==> config.mk <==
export PLATFORM = sky130hd
export DESIGN_NAME = uart_8n1_transceiver
export DESIGN_NICKNAME = d
export VERILOG_FILES = /design/src/hw/rtl/u8t_pkg.sv /design/src/hw/rtl/u8t_tx.sv /design/src/hw/rtl/u8t_rx.sv /design/src/hw/rtl/uart_8n1_transceiver.sv
export SDC_FILE = /design/constraint.sdc
export NUM_CORES = 1
export LEC_CHECK = 0
export BUFFER_PORTS_ARGS = -buffer_cell sky130_fd_sc_hd__buf_2
export CAP_MARGIN = 20
export CORE_UTILIZATION = 50
export CTS_BUF_LIST = sky130_fd_sc_hd__clkbuf_16
export CTS_CLUSTER_SIZE = 8
export DETAILED_ROUTE_END_ITERATION = 10
export GPL_TIMING_DRIVEN = 0
export PLACE_DENSITY = 0.72
export SETUP_SLACK_MARGIN = 0.05
export SYNTH_ARGS = -nofsm -noshare
export SYNTH_HDL_FRONTEND = slang
export SYNTH_SLANG_ARGS = --single-unit
export TNS_END_PERCENT = 10
==> constraint.sdc <==
create_clock -name clk -period 3.2 [get_ports clk]
set_clock_uncertainty 0.15 [all_clocks]
set_input_delay 0.16 -clock clk [delete_from_list [all_inputs] [get_ports clk]]
set_output_delay 0.16 -clock clk [all_outputs]
set_load 0.03 [all_outputs]
==> src/hw/rtl/u8t_pkg.sv <==
// ----------------------------------------------------------------------------
// u8t_pkg: shared types and constants for the 8N1 UART transceiver
// Register indexes, reset values, default sizes and the status structs
// that pass between the transmitter, receiver and top level.
// ----------------------------------------------------------------------------
package u8t_pkg;

  // default sizes
  localparam int TIMER_BITS_DEF = 16;
  localparam int DATA_BITS_DEF  = 8;

  // configuration port
  localparam int CFG_INDEX_BITS = 8;
  localparam int CFG_DATA_BITS  = 16;

  localparam logic [CFG_INDEX_BITS-1:0] REG_BIT_PERIOD = CFG_INDEX_BITS'(0);
  localparam logic [CFG_INDEX_BITS-1:0] REG_RX_ENABLE  = CFG_INDEX_BITS'(1);

  // register reset values and limits
  localparam logic [15:0] BIT_PERIOD_RESET = 16'd625;
  localparam logic [15:0] BIT_PERIOD_MIN   = 16'd16;

  typedef struct packed {
    logic line;
    logic busy;
  } tx_out_t;

  typedef struct packed {
    logic       valid;
    logic [7:0] data;
  } rx_out_t;

endpackage

==> src/hw/rtl/u8t_tx.sv <==
// ----------------------------------------------------------------------------
// u8t_tx: 8N1 transmitter, one bit-timer tick per step
// Takes a byte while idle, then sends start, data LSB first and stop.
// ----------------------------------------------------------------------------
module u8t_tx #(
  parameter int TIMER_BITS = u8t_pkg::TIMER_BITS_DEF,
  parameter int DATA_BITS  = u8t_pkg::DATA_BITS_DEF
) (
  input  logic                  clk,
  input  logic                  rst,
  input  logic                  step,
  input  logic [TIMER_BITS:0]   period,
  input  logic                  start,
  input  logic [7:0]            data,
  output u8t_pkg::tx_out_t      status
);

  localparam int IW = $clog2(DATA_BITS + 2);

  logic                  active;
  logic [DATA_BITS-1:0]  shift;
  logic [IW-1:0]         bit_index;
  logic [TIMER_BITS-1:0] timer;

  logic                  active_next;
  logic [DATA_BITS-1:0]  shift_next;
  logic [IW-1:0]         bit_index_next;
  logic [TIMER_BITS-1:0] timer_next;

  logic                  run;
  logic [DATA_BITS-1:0]  shift_cur;
  logic [IW-1:0]         index_cur;
  logic [TIMER_BITS:0]   timer_inc;
  logic [DATA_BITS-1:0]  data_ext;

  generate
    if (DATA_BITS >= 8) begin : g_wide
      assign data_ext = DATA_BITS'(data);
    end else begin : g_narrow
      assign data_ext = data[DATA_BITS-1:0];
    end
  endgenerate

  always_comb begin
    // a start request taken while idle drives the start bit on this tick
    run       = active | start;
    shift_cur = active ? shift : data_ext;
    index_cur = active ? bit_index : '0;
    timer_inc = active ? ({1'b0, timer} + (TIMER_BITS+1)'(1)) : (TIMER_BITS+1)'(1);

    active_next    = active;
    shift_next     = shift;
    bit_index_next = bit_index;
    timer_next     = timer;

    status.busy = run;
    status.line = 1'b1;

    if (run) begin
      if (index_cur == '0) begin
        status.line = 1'b0;
      end else if (index_cur <= IW'(DATA_BITS)) begin
        status.line = shift_cur[0];
      end

      active_next    = 1'b1;
      shift_next     = shift_cur;
      bit_index_next = index_cur;
      if (timer_inc >= period) begin
        timer_next = '0;
        if (index_cur >= IW'(DATA_BITS + 1)) begin
          active_next    = 1'b0;
          bit_index_next = '0;
        end else begin
          if (index_cur != '0) begin
            shift_next = shift_cur >> 1;
          end
          bit_index_next = index_cur + IW'(1);
        end
      end else begin
        timer_next = timer_inc[TIMER_BITS-1:0];
      end
    end
  end

  always_ff @(posedge clk) begin
    if (rst) begin
      active    <= 1'b0;
      shift     <= '0;
      bit_index <= '0;
      timer     <= '0;
    end else if (step) begin
      active    <= active_next;
      shift     <= shift_next;
      bit_index <= bit_index_next;
      timer     <= timer_next;
    end
  end

endmodule

==> src/hw/rtl/u8t_rx.sv <==
// ----------------------------------------------------------------------------
// u8t_rx: 8N1 receiver, one bit-timer tick per step
// Arms on a falling edge, samples mid-bit and reports at mid stop bit.
// ----------------------------------------------------------------------------
module u8t_rx #(
  parameter int TIMER_BITS = u8t_pkg::TIMER_BITS_DEF,
  parameter int DATA_BITS  = u8t_pkg::DATA_BITS_DEF
) (
  input  logic                  clk,
  input  logic                  rst,
  input  logic                  step,
  input  logic [TIMER_BITS:0]   period,
  input  logic                  enable,
  input  logic                  line,
  output u8t_pkg::rx_out_t      status
);

  localparam int IW = $clog2(DATA_BITS + 2);

  logic                  active;
  logic [DATA_BITS-1:0]  shift;
  logic [IW-1:0]         bit_index;
  logic [TIMER_BITS-1:0] timer;
  logic                  line_prev;

  logic                  active_next;
  logic [DATA_BITS-1:0]  shift_next;
  logic [IW-1:0]         bit_index_next;
  logic [TIMER_BITS-1:0] timer_next;

  logic [TIMER_BITS:0]   target;
  logic [TIMER_BITS:0]   timer_inc;
  logic [7:0]            shift_byte;

  generate
    if (DATA_BITS >= 8) begin : g_wide
      assign shift_byte = shift[7:0];
    end else begin : g_narrow
      assign shift_byte = 8'(shift);
    end
  endgenerate

  always_comb begin
    // half a period to the middle of the start bit, a full one after that
    target    = (bit_index == '0) ? (period >> 1) : period;
    timer_inc = {1'b0, timer} + (TIMER_BITS+1)'(1);

    active_next    = active;
    shift_next     = shift;
    bit_index_next = bit_index;
    timer_next     = timer;

    status.valid = 1'b0;
    status.data  = '0;

    priority if (!enable) begin
      active_next = 1'b0;
    end else if (active) begin
      if (timer_inc >= target) begin
        timer_next = '0;
        if (bit_index == '0) begin
          bit_index_next = IW'(1);
        end else if (bit_index <= IW'(DATA_BITS)) begin
          for (int i = 0; i < DATA_BITS; i++) begin
            if (line && (bit_index == IW'(i + 1))) begin
              shift_next[i] = 1'b1;
            end
          end
          bit_index_next = bit_index + IW'(1);
        end else begin
          // middle of the stop bit: hand the byte over and re-arm
          status.valid   = 1'b1;
          status.data    = shift_byte;
          active_next    = 1'b0;
          bit_index_next = '0;
        end
      end else begin
        timer_next = timer_inc[TIMER_BITS-1:0];
      end
    end else if (line_prev && !line) begin
      active_next    = 1'b1;
      timer_next     = '0;
      bit_index_next = '0;
      shift_next     = '0;
    end
  end

  always_ff @(posedge clk) begin
    if (rst) begin
      active    <= 1'b0;
      shift     <= '0;
      bit_index <= '0;
      timer     <= '0;
      line_prev <= 1'b1;
    end else if (step) begin
      active    <= active_next;
      shift     <= shift_next;
      bit_index <= bit_index_next;
      timer     <= timer_next;
      line_prev <= line;
    end
  end

endmodule

==> src/hw/rtl/uart_8n1_transceiver.sv <==
// ----------------------------------------------------------------------------
// uart_8n1_transceiver: 8N1 UART transmitter and receiver, one tick per beat
// Each input beat advances both bit timers by one tick and yields one
// output beat with the transmit line, busy flag and any received byte.
//
//   channel | direction | handshake             | payload
//   --------+-----------+-----------------------+-------------------------------
//   in      | sink      | in_valid / in_stall   | tx_start, tx_byte, rx_line
//   out     | source    | out_valid / out_stall | tx_line, tx_busy, rx_valid,
//           |           |                       | rx_byte
//   cfg     | sink      | cfg_valid / cfg_ready | cfg_index, cfg_data
//
// One beat per cycle while not stalled: an input beat updates the timer state
// and lands in the output register on the same edge.
// The output register is the only buffer; in_stall rises only while it is
// full and out_stall holds it, so a beat is taken every cycle otherwise.
// Synchronous active-high reset sets the control state, not the payload;
// bit_period comes up at 625, the receiver disabled. cfg_ready is always high.
// ----------------------------------------------------------------------------
module uart_8n1_transceiver #(
  parameter int TIMER_BITS = u8t_pkg::TIMER_BITS_DEF,
  parameter int DATA_BITS  = u8t_pkg::DATA_BITS_DEF
) (
  input  logic                               clk,
  input  logic                               rst,

  input  logic                               in_valid,
  output logic                               in_stall,
  input  logic                               tx_start,
  input  logic [7:0]                         tx_byte,
  input  logic                               rx_line,

  output logic                               out_valid,
  input  logic                               out_stall,
  output logic                               tx_line,
  output logic                               tx_busy,
  output logic                               rx_valid,
  output logic [7:0]                         rx_byte,

  input  logic                               cfg_valid,
  output logic                               cfg_ready,
  input  logic [u8t_pkg::CFG_INDEX_BITS-1:0] cfg_index,
  input  logic [u8t_pkg::CFG_DATA_BITS-1:0]  cfg_data
);

  // wide enough for both the 16-bit register and the 2^TIMER_BITS cap
  localparam int WW = (TIMER_BITS + 1 > 16) ? TIMER_BITS + 1 : 16;

  logic [15:0]         bit_period;
  logic                rx_enable;

  logic                step;
  logic [WW-1:0]       period_wide;
  logic [WW-1:0]       period_cap;
  logic [WW-1:0]       period_clamp;
  logic [TIMER_BITS:0] period;

  u8t_pkg::tx_out_t    tx_status;
  u8t_pkg::rx_out_t    rx_status;

  // ---------------------------------------------------------------- config
  assign cfg_ready = 1'b1;

  always_ff @(posedge clk) begin
    if (rst) begin
      bit_period <= u8t_pkg::BIT_PERIOD_RESET;
      rx_enable  <= 1'b0;
    end else if (cfg_valid && cfg_ready) begin
      // unknown indexes drop silently
      if (cfg_index == u8t_pkg::REG_BIT_PERIOD) begin
        bit_period <= cfg_data[15:0];
      end else if (cfg_index == u8t_pkg::REG_RX_ENABLE) begin
        rx_enable <= cfg_data[0];
      end
    end
  end

  // clamp the period into [16, 2^TIMER_BITS]
  always_comb begin
    period_wide = WW'(bit_period);
    period_cap  = WW'(1) << TIMER_BITS;
    priority if (bit_period < u8t_pkg::BIT_PERIOD_MIN) begin
      period_clamp = WW'(u8t_pkg::BIT_PERIOD_MIN);
    end else if (period_wide > period_cap) begin
      period_clamp = period_cap;
    end else begin
      period_clamp = period_wide;
    end
  end

  assign period = period_clamp[TIMER_BITS:0];

  // -------------------------------------------------------------- handshake
  // advance a tick on each input beat while the output register is free or draining
  assign in_stall = out_valid && out_stall;
  assign step     = in_valid && !in_stall;

  u8t_tx #(
    .TIMER_BITS (TIMER_BITS),
    .DATA_BITS  (DATA_BITS)
  ) u_tx (
    .clk    (clk),
    .rst    (rst),
    .step   (step),
    .period (period),
    .start  (tx_start),
    .data   (tx_byte),
    .status (tx_status)
  );

  u8t_rx #(
    .TIMER_BITS (TIMER_BITS),
    .DATA_BITS  (DATA_BITS)
  ) u_rx (
    .clk    (clk),
    .rst    (rst),
    .step   (step),
    .period (period),
    .enable (rx_enable),
    .line   (rx_line),
    .status (rx_status)
  );

  // --------------------------------------------------------- output register
  always_ff @(posedge clk) begin
    if (rst) begin
      out_valid <= 1'b0;
    end else if (step) begin
      out_valid <= 1'b1;
    end else if (!out_stall) begin
      out_valid <= 1'b0;
    end
  end

  // payload: hold while stalled, load on every taken beat
  always_ff @(posedge clk) begin
    if (step) begin
      tx_line  <= tx_status.line;
      tx_busy  <= tx_status.busy;
      rx_valid <= rx_status.valid;
      rx_byte  <= rx_status.data;
    end
  end

  // ------------------------------------------------------------- assertions
  a_accept_fills: assert property (@(posedge clk) disable iff (rst)
    step |=> out_valid)
    else $error("accepted beat did not reach the output register");

  a_idle_line_high: assert property (@(posedge clk) disable iff (rst)
    (out_valid && !tx_busy) |-> tx_line)
    else $error("tx line low while transmitter idle");

  a_byte_zero: assert property (@(posedge clk) disable iff (rst)
    (out_valid && !rx_valid) |-> (rx_byte == 8'd0))
    else $error("rx_byte nonzero without rx_valid");

  a_rx_off: assert property (@(posedge clk) disable iff (rst)
    (step && !rx_enable) |=> !rx_valid)
    else $error("byte received while receiver disabled");

endmodule
==> summary.md <==
| Metric | Value |
|---|---|
| Final setup viols | just over 40 |
| Clock Path Buffers | 2 |
| Area Growth Syn to Fin | 31.6% |
| Drt via density | 5.73 |
| GRT Residual Overflow | 0 |
| Final hold violations | 0 |
| Top post-synthesis cells by area | dfxtp_1 (29%), ha_1 (9.8%), edfxtp_1 (6.1%) |
| Maximum vdd ir drop | around 0.24 mV |
| Core area | 10400 um^2 |
| Starting density of the core | 0.520 |
| Nets | about 850 |
| Syn Nets | around 740 |
| RSZ-0062 raised after global routing | true |
| Flop2flop setup slack | -120 ps |
| Synthesized instance count | 654 |
| Yosys cell types | between 60 and 70 |
| Most common cell after layout, fill and taps aside | nor2_1 |
| Net Switching | 602 uW |
| Tmin final | 3320 ps |
| Startpoint type of the worst setup path | flop |
| Routed vias | 5221 |
| H-tree depth | 3 |
| # diodes | 0 |
| Clock share of power | 0.457 |
| Pleak | roughly 0.0028 uW |
| Highest-count cells in the layout ignoring fill and taps | nor2_1 (71), nand2_1 (68), dfxtp_1 (57), buf_2 (56), ha_1 (37) |
| Mapped Area | 5390 um^2 |
| Hold path cells | 4 |
| Reg power frac | 0.472 |
| Mean Syn Cell Area | 8.24 um^2 |
| RePlAce Congestion | ~0.87 |
| DR iter-0 viols | 275 |
| Max-cap violations | 0 |
| Detail Route Antenna Nets | 0 |
| FF-to-FF path depth | 12 |
| Slew margin rel. | 0.561 |
| TritonCTS clock tree | yes |
| CTS buffer count | 9 |
| Ys Warns | 0 |
| Synth area leader | dfxtp_1 |
| Sequential fraction of the synthesis area | 0.347 |
| DR WL/cell | roughly 16 um |
| EDFF count, synth | 11 |
| Worst Path Max Fanout | 7 |
| HP Start | cfg_index[0] |
| Synth top area share | 0.286 |
| Pwr per Cell Area | roughly 340 nW/um^2 |
| R2r endpoint | u_tx.shift[6]$_SDFFE_PP0P_ |
| # clock sinks | 88 |
| First-pass iteration count of the detailed router | 5 |
| Hpwl dp | 9.56 mm |
| I/O pin cnt | 53 |
| Hold Path Sink | rx_enable$_SDFFE_PP0P_ |
| Tightest Pin Transition | 659 ps |
| #FFs+latches synth | 88 |
| Fmax | 301 MHz |
| Tightest Hold Check Type | in -> reg |
| P_int | between 1500 and 2000 uW |
| Critical Path AT | ~3400 ps |
| Clk Tree Root Cell | clkbuf_16 |
| Failing checks | setup timing |
| FP Rows | 37 |
| Combinational Power Share | 0.071 |
| FF-to-FF Start | u_tx.timer[5]$_SDFFE_PP0P_ |
| Later-pin clock latency in the skew report | between 300 and 400 ps |
| Final Cell Area | 7090 um^2 |
| Drt total wl | 15.0 mm |
| Port Buffer Count | 51 |
| Ys async rst share | 0 |
| Worst Slack Setup Final | -121 ps |
| Global-route wire length before repair | about 23 mm |
| Setup TNS | -1920 ps |
| Vias in the first global route | 4877 |
| Sw Share | 0.250 |
| Crit Path Category | reg -> reg |
| Die width | between 100 and 150 um |
| DIE HEIGHT | about 110 um |
| Global router's overall resource usage | 0.261 |
| Worst EP required | between 3000 and 4000 ps |
| Share of layout cells above drive strength 1 | 0.274 |
| Initial antenna violation count | 0 |
| Die Footprint | 11200 um^2 |
| Tcrit/Tclk final | 1.04 |
| Fin. max-slew vios | 0 |
| Primary FF master, synth | dfxtp_1 |
| Area after DPL | ~5800 um^2 |
| # DRC | 0 |
| CP Capture Type | flop |
| Status | finished, violations left |
| Clk slew on worst S/H paths | 70 ps |
| Largest net degree at the start of global routing | 21 |
area by class of cell:
class / count / area [um^2]
Clock inverter: 7 / 77.6
Inverter: 21 / 83.8
Tap cell: 136 / 170
Multi-Input combinational cell: 511 / 3680
Fill cell: 826 / 3280
Clock buffer: 9 / 225
Sequential cell: 88 / 1920
Buffer: 32 / 184
Timing Repair Buffer: 107 / 752
routing by layer:
| metal | up-vias | routed length (um) | track usage |
|---|---|---|---|
| met1 | 2518 | 6400 | 0.312 |
| met5 | - | 0 | 0 |
| met2 | 121 | 7620 | 0.455 |
| met4 | 0 | 395 | 0.112 |
| li1 | 2550 | - | - |
| met3 | 32 | 538 | 0.0489 |
power by group through the flow:
| stage | registers, uW | logic [uW] | clock network (uW) |
|---|---|---|---|
| floorplan | 1180 | 74.1 | 0 |
| global placement | 1170 | 148 | 0 |
| detailed placement | 1170 | 150 | 0 |
| CTS | 1140 | 167 | 1100 |
| global route | 1140 | 185 | 1150 |
| finish | 1140 | 172 | 1100 |
worst max-delay path by stage:
stage | from | to | cells after the start
detailed placement | u_rx.bit_index[0]$_SDFFE_PP0P_ | u_rx.timer[2]$_SDFFE_PP0P_ | 15
CTS | u_tx.timer[0]$_SDFFE_PP0P_ | u_tx.shift[0]$_SDFFE_PP0P_ | 12
global route | u_tx.timer[5]$_SDFFE_PP0P_ | u_tx.shift[0]$_SDFFE_PP0P_ | 12
global placement | u_rx.timer[2]$_SDFFE_PP0P_ | rx_byte[6]$_SDFFCE_PP0P_ | 14
finish | u_tx.timer[5]$_SDFFE_PP0P_ | u_tx.shift[6]$_SDFFE_PP0P_ | 12
floorplan | u_rx.timer[2]$_SDFFE_PP0P_ | rx_byte[0]$_SDFFCE_PP0P_ | 14
cells in the mapped netlist, types with 4 or more instances:
cell / instances
o21ai_1: 8
and3_1: 5
dfxtp_1: 77
clkbuf_1: 22
a22oi_1: 8
a211o_1: 6
or3_1: 9
nand2b_1: 10
nor4_1: 5
nor2_1: 77
nand3b_1: 5
nand4_1: 10
a31oi_1: 23
buf_2: 9
a21oi_1: 35
xnor2_1: 14
nand3_1: 40
ha_1: 42
o21ai_0: 22
or2_1: 6
a21o_1: 6
xor2_1: 9
nor3_1: 4
nor2b_1: 9
nand2_1: 68
inv_1: 21
mux2i_1: 31
edfxtp_1: 11
a21boi_1: 4
and2_1: 20
sequential cells by signal, summed over array words and instances (netlist names):
name / flops
bit_period: 16
out_valid: 1
rx_byte: 8
rx_enable: 1
rx_valid: 1
tx_busy: 1
tx_line: 1
u_rx.active: 1
u_rx.bit_index: 4
u_rx.line_prev: 1
u_rx.shift: 8
u_rx.timer: 16
u_tx.active: 1
u_tx.bit_index: 4
u_tx.shift: 8
u_tx.timer: 16
timing repair:
| item | in CTS | in global routing |
|---|---|---|
| endpoints found under the hold margin | 21 | 0 |
| buffers inserted | 13 | 23 |
| cloned | 2 | 1 |
| setup endpoints to repair | 67 | 66 |
| pin swaps | 29 | 38 |
| hold buffers | 19 | 0 |
| resized for setup | 76 | 54 |
per-stage QoR:
step	std cells	power [uW]	setup WS (ps)	utilization	hold WS, ps
detailed placement	841	1320	-505	0.563	232
floorplan	654	1260	23.3	-	128
global route	911	2480	-206	0.684	57.3
global placement	841	1310	-435	0.563	225
CTS	887	2410	-39.3	0.644	33.9
finish	911	2410	-121	0.684	35.3
cell families after synthesis:
logic type	Yosys count	share of synthesized area
AND/OR/NAND/NOR	278	0.256
AO/OA/AOI/OAI	135	0.160
flip-flops	88	0.347
buffers and inverters	56	0.0439
adder cells (fa/ha/maj)	42	0.0975
multiplexers	31	0.0576
XOR/XNOR	23	0.0374
other	1	0.000696
worst max-delay path, cell delays in order (launching register included):
cell and delay (ps):
dfxtp_2 360, and4_4 270, nand4_1 140, buf_6 160, or3_4 330, a21boi_4 200
ha_1 180, nand3_2 70, or3_4 410, o31ai_4 390, o21a_4 240, nor2_1 60
a221o_1 250
Note: power is estimated with default switching activity, not from simulation.
